[config.mk]
export PLATFORM = sky130hd
export DESIGN_NAME = lpps_unit
export DESIGN_NICKNAME = d
export VERILOG_FILES = /design/src/rtl/lpps_pkg.sv /design/src/rtl/lpps_unit.sv
export SDC_FILE = /design/constraint.sdc
export NUM_CORES = 1
export LEC_CHECK = 0
export BUFFER_PORTS_ARGS = -buffer_cell sky130_fd_sc_hd__buf_2
export CORE_MARGIN = 2
export CORE_UTILIZATION = 53
export DETAILED_ROUTE_END_ITERATION = 6
export PLACE_DENSITY = 0.92
export SYNTH_ARGS = -nofsm -noshare
export SYNTH_HDL_FRONTEND = slang
export SYNTH_SLANG_ARGS = --single-unit
[constraint.sdc]
create_clock -name clk -period 2.8 [get_ports clk]
set_input_delay 0.56 -clock clk [delete_from_list [all_inputs] [get_ports clk]]
set_output_delay 0.56 -clock clk [all_outputs]
set_load 0.005 [all_outputs]
[src/rtl/lpps_pkg.sv]
package lpps_pkg;

	localparam int OUT_W    = 17;
	localparam int LETTER_W = 5;

	typedef enum logic [2:0] {
		S_INIT,
		S_IDLE,
		S_WRPM,
		S_ISSUE,
		S_DRAIN,
		S_DONE
	} state_t;

	typedef struct packed {
		logic init;
		logic wr_pm;
		logic issue;
		logic own;
	} store_ctl_t;

	typedef struct packed {
		logic vld;
		logic hit;
	} store_res_t;

	typedef struct packed {
		logic clear;
		logic update;
	} unit_ctl_t;

endpackage

[src/rtl/lpps_unit.sv]
module lpps_unit #(
	parameter int LW = 17
) (
	input  logic                clk,
	input  logic                arst_n,
	input  lpps_pkg::unit_ctl_t ctl,
	input  logic [LW-1:0]       prefix,
	input  logic [LW-1:0]       len,
	output logic [LW-1:0]       best
);

	logic [LW-1:0] best_q;
	logic [LW-1:0] diff;

	assign diff = prefix - len;

	always_ff @(posedge clk or negedge arst_n) begin
		if (!arst_n) begin
			best_q <= '0;
		end else if (ctl.clear) begin
			best_q <= '0;
		end else if (ctl.update && (diff > best_q)) begin
			best_q <= diff;
		end
	end

	assign best = best_q;

endmodule

==> reports/results.txt, run 1 <==
Post-Synthesis Cell Area = 1960 sq um
Layout overhead on the synthesized area = 58.1%
CTS HTree Levels = 1
Internal Dissipation = 942 uW
Max FFs per register = 17
Antenna cells = 0
Count of port buffers added during placement = 54
1st-iter DRT viols = 218
Primary FF master, synth = dfrtp_1
Cell type with the highest aggregate area in the netlist = dfrtp_1
Final nets = 411
Clock edge transition at the registers on the reported setup and hold paths = 80 ps
Measured slew at the worst slew-check pin = 410 ps
Combined global-route utilization of all metal layers = 29.9%
Horizontal extent of the die = 64.9 microns
Clock tree root driver cell = clkbuf_8
Initial Utilization = 54.5%
Number of instances in the synthesized netlist = 225
Violated checks = negative setup slack
Share of synthesized area occupied by flip-flops and latches = 21.7%
Sort of element at the end of the critical path = flop
Total of warnings raised by yosys = 0
Detail-routed net length per standard cell = 18.2 microns
Final estimated routing congestion in global placement = 0.794
Placed inst area = 2680 sq um
Via count of the first global-routing pass = 2160
Achievable Freq = 274 MHz
Portion of total power attributed to the clock network = 12.2%
Finished Cell Area = 3110 sq um
Setup slack after placement = -1380 ps
Final period utilization = 131%
Final setup violation count = 17
Setup repair after global routing missed its margin = yes
Data required time at the worst endpoint = 3000 ps
Max-slew violations = 0
Part of the total power dissipated in sequential elements = 21.1%
Fraction of layout instances using a drive strength above 1 = 49.4%
DP Wirelength = 4.21 mm
Standby leakage power = 1.59 nW
Router iterations before antenna repair = 5
EDFF count, synth = 0
Final critical-path setup slack = -856 ps
Number of clock sinks = 17
Number of clock buffers inserted by TritonCTS = 3
Proportion of power drawn by combinational gates = 66.7%
WL final = 7.01 mm
Maximum clock insertion buffer count = 2
Kind of path behind the tightest hold check = input port to async pin
Reg2reg setup slack = 420 ps
Number of rows in the core area = 22
Source-to-sink clock delay at the later pin of the worst-skew pair = 270 ps
Die span in y = 64.9 microns
First-pass GRT wire length = 9.74 mm
Setup skew after layout = 11.9 ps
#FFs+latches synth = 17
Final hold violations = 0
Time the worst path needs with I/O delays and setup = 3660 ps
Maximum fanout encountered on the critical timing path = 8
Run status = finished, violations left
Die area = 4210 sq um
Dominant cells by area after synthesis = dfrtp_1, ha_1, inv_1, a21oi_1, a22o_1
Crit path DAT = 3850 ps
Net switching component of the power = 693 uW
Nets in the synthesized netlist = 297
Residual overflow from global routing = 0
Average via count per standard cell = 5.82
Final routed DRC violation total = 0
Post-Synthesis Mean Instance Area = 8.73 sq um
Switching share of power = 42.4%
Number of antenna violations at the first check in global routing = 0
Number of top-level pins = 55
Proportion of synthesized flip-flops having asynchronous set or reset = 100%
Number of max-cap violations = 0
Number of library cell types mapped by synthesis = 44
Worst VDD drop = 0.233 mV
Power density over cell area = 526 nW/um^2
Setup CP Type = input port to flop
Post-detailed-route count of antenna-violating nets = 0
Max-slew headroom at the worst pin = 72.6%
Type of element launching the critical path = input port
CTS tree = yes
Largest net degree at the start of global routing = 18
Core area = 3610 sq um
Vias = 2246
Area share of the leading cell type in the synthesized netlist = 21.7%
-- critical path, stage by stage --
cell,delay [ps]
buf_8,80
inv_8,30
ha_4,160
fa_2,360
nand2b_4,170
a211oi_4,340
o211ai_4,170
a21boi_2,210
or3_1,170
and2_4,160
ha_4,210
nand4_4,80
buf_4,140
inv_1,50
a211o_2,300
buf_4,150
a21oi_4,180
buf_6,180
a32o_1,140
-- worst paths after layout --
kind                                 from  endpoint  depth (start not counted)
worst min-delay path               arst_n   best[4]                          1
worst max register to register    best[8]  best[12]                         10
worst min register to register    best[3]   best[3]                          1
min in group clk                  best[3]   best[3]                          1
worst max-delay path            prefix[0]  best[12]                         19
max in group asynchronous          arst_n  best[12]                          1
-- per-stage QoR --
step | std cells | hold WS (ps) | power (mW) | TNS [ps] | utilization (%)
floorplan | 225 | 264 | 0.892 | -11320 | -
global placement | 363 | 495 | 1.16 | -20360 | 74.4
detailed placement | 363 | 504 | 1.21 | -23080 | 74.4
CTS | 384 | 224 | 1.50 | -10500 | 82.9
global route | 386 | 256 | 1.72 | -16100 | 86.1
finish | 386 | 210 | 1.63 | -13920 | 86.1
-- area by class of cell --
cell class,instances,area (sq um)
timing repair buffer,113,756
fill,182,500
sequential,17,425
tap,48,60.1
multi-input combinational,165,1660
clock buffer,3,41.3
inverter,39,154
clock inverter,1,5.00
-- layout by cell type (no fill, tap or decap), types with 4 or more instances in the layout --
master	synthesis	layout
a21oi_2	0	8
buf_4	0	52
o21ai_2	1	4
a22o_4	0	4
buf_6	2	8
xnor2_1	10	8
a21oi_1	24	16
nor2_1	6	6
inv_1	38	36
ha_1	33	26
ha_4	0	7
a22o_1	11	11
buf_2	0	52
nand2b_1	5	4
dfrtp_1	17	17
nand2_1	10	9
a21o_1	6	6
-- synthesized netlist by cell type, types with 2 or more instances --
cell       n
nand2b_1   5
dfrtp_1   17
o21a_1     2
and2_1     3
nor3_1     2
buf_6      2
xor2_1     3
nor2_1     6
nor2b_1    2
xnor2_1   10
a22o_2     4
a22o_1    11
a21o_1     6
and3_1     3
clkbuf_1   2
a21boi_0   2
o21ai_0    7
a211oi_1   4
o211ai_1   3
inv_1     38
a32o_1     2
ha_1      33
nand4_2    3
nand3_1    2
or3_1      2
nand2_1   10
a21oi_1   24
-- power groups by stage --
stage	Combinational, mW	Clock, mW	Sequential, mW
global route	1.17	0.206	0.347
detailed placement	0.874	0	0.339
finish	1.09	0.200	0.344
floorplan	0.556	0	0.336
global placement	0.826	0	0.338
CTS	0.973	0.187	0.336
-- routing by layer --
layer / up-vias / wire length, microns / GRT usage, %
li1: 1036 / - / -
met1: 1053 / 2490 / 33.9
met2: 122 / 3730 / 57.5
met3: 35 / 428 / 1.56
met4: 0 / 367 / 12.0
met5: - / 0 / 0
-- logic make-up (layout without fill, tap and decap cells) --
family	count (synthesis)	count (layout)	synth area share [%]
AO/OA/AOI/OAI	78	78	29.4
buffers and inverters	43	156	8.98
AND/OR/NAND/NOR	40	40	12.1
adder cells (fa/ha/maj)	34	34	22.0
flip-flops	17	17	21.7
XOR/XNOR	13	13	5.80
-- repair_timing --
action                     CTS  global route
hold buffers                 0             0
buffers inserted            16             2
gates resized for setup     31            13
cloned                       1             0
setup endpoints to repair   17            17
pin swaps                   20            12
Note: power is estimated with default switching activity, not from simulation.
==> run 2: changes to the inputs <==
--- a/config.mk
+++ b/config.mk
@@ -6,6 +6,7 @@
 export NUM_CORES = 1
 export LEC_CHECK = 0
 export BUFFER_PORTS_ARGS = -buffer_cell sky130_fd_sc_hd__buf_2
+export CORE_ASPECT_RATIO = 0.6
 export CORE_MARGIN = 2
 export CORE_UTILIZATION = 53
 export DETAILED_ROUTE_END_ITERATION = 6
==> reports/results.txt, run 2 (same netlist as run 1, synthesis figures left out) <==
Reg2reg setup slack = 310 ps (-110 ps)
Maximum fanout encountered on the critical timing path = 5 (-3)
Fraction of layout instances using a drive strength above 1 = 49.7% (+0.30 points)
Layout overhead on the synthesized area = 60.3%
Final-layout setup total negative slack = -16150 ps (-2230 ps)
Via count of the first global-routing pass = 2312 (+7.0%)
Die span in y = 51.2 microns (-21%)
Violated checks = negative setup slack
Net switching component of the power = 752 uW (+8.6%)
Sort of element at the end of the critical path = flop
Crit path buf inv count = 5 (-1)
Switching share of power = 43.5% (+1.1 points)
Initial Utilization = 54.3% (-0.15 points)
Final period utilization = 135% (+4.5 points)
Residual overflow from global routing = 0 (unchanged)
Worst reg2reg startpoint = best[3]
Setup repair after global routing missed its margin = yes
Detail-routed net length per standard cell = 21.6 microns (+19%)
Combined global-route utilization of all metal layers = 35.4% (+5.6 points)
Power consumption = 1.73 mW (+5.9%)
Most common cell after layout, fill and taps aside = buf_4
Measured slew at the worst slew-check pin = 567 ps (+156 ps)
Die area = 4230 sq um (+0.37%)
Vias = 2480 (+10%)
Type of element launching the critical path = input port
Achievable Freq = 264 MHz (-3.3%)
Count of port buffers added during placement = 54 (unchanged)
CTS HTree Levels = 1 (unchanged)
Largest net degree at the start of global routing = 18 (unchanged)
Source-to-sink clock delay at the later pin of the worst-skew pair = 270 ps (about the same)
Commonest cells after routing, fill and taps aside = buf_4, buf_2, inv_1, ha_1
Number of hold-repair buffers added at the cts stage = 0 (unchanged)
Post-detailed-route count of antenna-violating nets = 0 (unchanged)
R2R depth = 10 (unchanged)
Maximum clock insertion buffer count = 2 (unchanged)
WL final = 8.46 mm (+21%)
Proportion of power drawn by combinational gates = 68.6% (+1.9 points)
Internal Dissipation = 979 uW (+3.9%)
Critical Path, Cell by Cell = buf_8 -> inv_8 -> ha_4 -> fa_2 -> nand2b_4 -> a211oi_4 -> o211ai_2 -> buf_6 -> nand2_2 -> xor2_2 -> ha_4 -> a21oi_2 -> o221ai_2 -> a211o_2 -> buf_6 -> a21oi_4 -> buf_6 -> a22o_1
Top delay family on crit path = compound AO/OA/AOI/OAI gates
Critical register-to-register path endpoint = best[3]
Max-slew violations = 0 (unchanged)
DP Wirelength = 4.46 mm (+5.8%)
Crit path DAT = 3980 ps (+130 ps)
Run status = finished, violations left
Number of clock sinks = 17 (unchanged)
Final hold violations = 0 (unchanged)
Time the worst path needs with I/O delays and setup = 3780 ps (+126 ps)
Clock edge transition at the registers on the reported setup and hold paths = 80 ps (about the same)
Slowest stage delay, CP = 400 ps (+40 ps)
Antenna cells = 0 (unchanged)
Data required time at the worst endpoint = 2990 ps (about the same)
Worst VDD drop = 0.423 mV (+82%)
Power density over cell area = 550 nW/um^2 (+4.4%)
Core area = 3620 sq um (+0.28%)
Final setup violation count = 17 (unchanged)
Final estimated routing congestion in global placement = 0.900 (+13%)
Number of antenna violations at the first check in global routing = 0 (unchanged)
Standby leakage power = 1.60 nW (+0.50%)
Slowest-stage cell, CP = a211o_2
Part of the total power dissipated in sequential elements = 19.9% (-1.2 points)
Max FFs per register = 17 (unchanged)
Final nets = 417 (+1.5%)
Fillcell total = 170 (-6.6%)
Router iterations before antenna repair = 7 (+2)
Max-slew headroom at the worst pin = 61.9% (-11 points)
Number of rows in the core area = 17 (-23%)
Clock tree root driver cell = clkbuf_8
Final critical-path setup slack = -982 ps (-126 ps)
Kind of path behind the tightest hold check = input port to async pin
Final routed DRC violation total = 0 (unchanged)
Number of clock buffers inserted by TritonCTS = 3 (unchanged)
Average via count per standard cell = 6.34 (+9.0%)
Portion of total power attributed to the clock network = 11.5% (-0.7 points)
Setup CP Type = input port to flop
Worst path most repeated cell = buf_6
Horizontal extent of the die = 82.6 microns (+27%)
CTS tree = yes
1st-iter DRT viols = 177 (-19%)
Setup skew after layout = 6.64 ps (-5.21 ps)
Number of top-level pins = 55 (unchanged)
First-pass GRT wire length = 11.1 mm (+14%)
Number of max-cap violations = 0 (unchanged)
Setup slack after placement = -1290 ps (+93.7 ps)
[run 2: cell count changes in the layout (fill, tap and decap cells not counted), sizes merged]
cell    change
clkbuf      +1
clkinv      -1
buf         +6
[run 2: power groups by stage]
| stage | Clock [mW] | Combinational [mW] | Sequential [mW] |
|---|---|---|---|
| floorplan | 0 | 0.556 | 0.336 |
| CTS | 0.190 | 1.00 | 0.337 |
| global placement | 0 | 0.839 | 0.339 |
| finish | 0.200 | 1.19 | 0.345 |
| global route | 0.206 | 1.24 | 0.345 |
| detailed placement | 0 | 0.888 | 0.340 |
[run 2: area by class of cell]
class	instances	area [sq um]	area share, %
Multi-Input combinational cell	165	1630	51.6
Timing Repair Buffer	119	837	26.6
Sequential cell	17	425	13.5
Inverter	39	156	4.97
Tap cell	47	58.8	1.87
Clock buffer	4	45.0	1.43
[run 2: through the flow]
step / instances / hold WS [ps] / cell area (sq um) / util, %
floorplan: 225 / 264 / 2080 / -
global placement: 368 / 495 / 2730 / 75.4
detailed placement: 368 / 507 / 2730 / 75.4
CTS: 384 / 236 / 3020 / 83.6
global route: 391 / 247 / 3150 / 87.1
finish: 391 / 219 / 3150 / 87.1
[run 2: per-layer routing]
layer,track usage [%],vias to the layer above,share of wire [%]
li1,-,1052,-
met1,42.3,1105,36
met2,63.2,233,46
met3,6.54,90,11
met4,13.4,0,7.5
met5,0,-,0
[run 2: repair_timing]
action / 4_1_cts / 5_1_grt
buffers inserted: 12 / 7
pin swaps: 25 / 11
resized for setup: 30 / 11
endpoints found under the setup margin: 17 / 17
[run 2: worst max path at each step]
stage / from / to / cells after the start
floorplan: prefix[0] / best[10] / 16
global placement: prefix[0] / best[14] / 16
detailed placement: prefix[0] / best[14] / 16
CTS: prefix[0] / best[14] / 18
global route: prefix[0] / best[2] / 18
finish: prefix[0] / best[3] / 18
[run 2: worst reg2reg max path: cells and delay by family (launching register included)]
kind	cells	cell delay [ps]
AO/OA/AOI/OAI	6	1300
buffers and inverters	3	380
adder cells (fa/ha/maj)	1	330
flip-flops	1	410
==> run 3: changes to the inputs <==
--- a/config.mk
+++ b/config.mk
@@ -8,9 +8,10 @@
 export BUFFER_PORTS_ARGS = -buffer_cell sky130_fd_sc_hd__buf_2
 export CORE_ASPECT_RATIO = 0.6
 export CORE_MARGIN = 2
-export CORE_UTILIZATION = 53
+export CORE_UTILIZATION = 40
 export DETAILED_ROUTE_END_ITERATION = 6
-export PLACE_DENSITY = 0.92
+export PLACE_DENSITY = 0.75
+export SLEW_MARGIN = 20
 export SYNTH_ARGS = -nofsm -noshare
 export SYNTH_HDL_FRONTEND = slang
 export SYNTH_SLANG_ARGS = --single-unit
==> reports/results.txt, run 3 (same netlist as run 1, synthesis figures left out) <==
Post-layout utilization of the core = 66.6% (-21 points)
Type of element launching the critical path = input port
Portion of total power attributed to the clock network = 12.5% (+1.0 points)
Max-slew headroom at the worst pin = 72.8% (+11 points)
Number of clock buffers inserted by TritonCTS = 3 (unchanged)
Tightest hold margin = 213 ps (-6.19 ps)
Count of port buffers added during placement = 54 (unchanged)
Maximum clock insertion buffer count = 2 (unchanged)
Power density over cell area = 505 nW/um^2 (-8.1%)
Final-layout setup total negative slack = -12330 ps (+3820 ps)
DP Wirelength = 4.40 mm (-1.2%)
Part of the total power dissipated in sequential elements = 21.5% (+1.6 points)
Number of rows in the core area = 19 (+2)
Number of max-cap violations = 0 (unchanged)
Worst VDD drop = 0.218 mV (-48%)
Combined global-route utilization of all metal layers = 21.4% (-14 points)
Fillcell total = 386 (+130%)
Final nets = 409 (-1.9%)
Final critical-path setup slack = -771 ps (+211 ps)
Crit path DAT = 3720 ps (-260 ps)
Post-detailed-route count of antenna-violating nets = 0 (unchanged)
CTS HTree Levels = 1 (unchanged)
Setup skew after layout = 6.80 ps (+0.165 ps)
Run status = finished, violations left
WL final = 5.87 mm (-31%)
Data required time at the worst endpoint = 2950 ps (-40 ps)
Kind of path behind the tightest hold check = input port to async pin
Core area = 4660 sq um (+29%)
Setup CP Type = input port to flop
Final routed DRC violation total = 0 (unchanged)
Clock edge transition at the registers on the reported setup and hold paths = 70 ps (about the same)
Final period utilization = 128% (-7.5 points)
Achievable Freq = 280 MHz (+5.9%)
Setup slack after placement = -1300 ps (-15.4 ps)
Switching share of power = 40.4% (-3.1 points)
Number of top-level pins = 55 (unchanged)
Horizontal extent of the die = 94.5 microns (+14%)
Antenna cells = 0 (unchanged)
Residual overflow from global routing = 0 (unchanged)
Proportion of power drawn by combinational gates = 66.0% (-2.6 points)
Commonest cells after routing, fill and taps aside = buf_2, buf_4, inv_1, ha_1, dfrtp_1
Die area = 5510 sq um (+30%)
Standby leakage power = 1.58 nW (-1.1%)
Max-slew violations = 0 (unchanged)
Net switching component of the power = 633 uW (-16%)
Detail-routed net length per standard cell = 14.7 microns (-32%)
Die span in y = 58.3 microns (+14%)
Fraction of layout instances using a drive strength above 1 = 48.8% (-0.90 points)
Violated checks = negative setup slack
Time the worst path needs with I/O delays and setup = 3570 ps (-211 ps)
Router iterations before antenna repair = 4 (-3)
Number of antenna violations at the first check in global routing = 0 (unchanged)
Vias = 2085 (-16%)
Setup repair after global routing missed its margin = yes
Number of clock sinks = 17 (unchanged)
Final hold violations = 0 (unchanged)
Max FFs per register = 17 (unchanged)
Largest net degree at the start of global routing = 18 (unchanged)
1st-iter DRT viols = 59 (-67%)
CTS tree = yes
Clock tree root driver cell = clkbuf_8
Maximum fanout encountered on the critical timing path = 8 (+3)
Number of hold-repair buffers added at the cts stage = 0 (unchanged)
Initial Utilization = 42.2% (-12 points)
Final estimated routing congestion in global placement = 0.853 (-5.2%)
Power consumption = 1.57 mW (-9.5%)
Final setup violation count = 17 (unchanged)
Source-to-sink clock delay at the later pin of the worst-skew pair = 260 ps (about the same)
Via count of the first global-routing pass = 1967 (-15%)
First-pass GRT wire length = 9.17 mm (-17%)
Most common cell after layout, fill and taps aside = buf_2
Measured slew at the worst slew-check pin = 408 ps (-158 ps)
Average via count per standard cell = 5.23 (-18%)
Layout overhead on the synthesized area = 57.9%
Sort of element at the end of the critical path = flop
Internal Dissipation = 934 uW (-4.6%)
## run 3: power groups by stage
stage               logic, mW  clock network (mW)  registers, mW
detailed placement      0.878                   0          0.339
global route             1.13               0.208          0.344
finish                   1.03               0.195          0.337
CTS                     0.944               0.201          0.335
floorplan               0.556                   0          0.336
global placement        0.845                   0          0.338
## run 3: routing by layer
metal / global-route usage, % / up-vias / share of wire, %
met5: 0 / - / 0
met1: 30.2 / 1002 / 49
met2: 34.4 / 53 / 45
met3: 4.42 / 4 / 5.6
li1: - / 1026 / -
met4: 4.35 / 0 / 0.53
## run 3: path summary, 6_finish.rpt
kind	startpoint	end	slack, ps	depth (start not counted)
worst max-delay path	prefix[0]	best[12]	-770	17
worst min-delay path	arst_n	best[1]	210	1
worst max register to register	best[3]	best[10]	440	10
worst min register to register	best[10]	best[10]	530	1
max in group asynchronous	arst_n	best[12]	2290	1
min in group clk	best[10]	best[10]	530	1
## run 3: through the flow
stage,std cells,cell area (sq um)
floorplan,225,2080
global placement,385,2750
detailed placement,385,2750
CTS,395,2910
global route,399,3100
finish,399,3100
## run 3: area by class of cell
| cell class | instances | area [sq um] | area share, % |
|---|---|---|---|
| clock buffers | 3 | 41.3 | 1.33 |
| clock inverters | 1 | 5.00 | 0.161 |
| inverters | 39 | 156 | 5.04 |
| multi-input cells | 165 | 1630 | 52.6 |
| flip-flops and latches | 17 | 425 | 13.7 |
| well taps | 63 | 78.8 | 2.54 |
| repair buffers | 111 | 763 | 24.6 |
## run 3: timing repair
| action | in CTS | in global routing |
|---|---|---|
| cloned | 1 | 1 |
| pin swaps | 7 | 16 |
| gates resized for setup | 13 | 23 |
| setup buffers | 5 | 3 |
| endpoints found under the setup margin | 17 | 17 |
## run 3: critical path, cell delays in order
cell	delay [ps]
buf_8	80
inv_8	30
ha_4	150
fa_2	350
nand2b_4	160
a211oi_4	270
o211ai_2	180
o21ai_1	210
xnor2_1	110
ha_1	370
nand4_4	140
buf_6	150
o41ai_4	330
buf_4	190
nor3b_4	50
buf_6	140
a32o_1	250
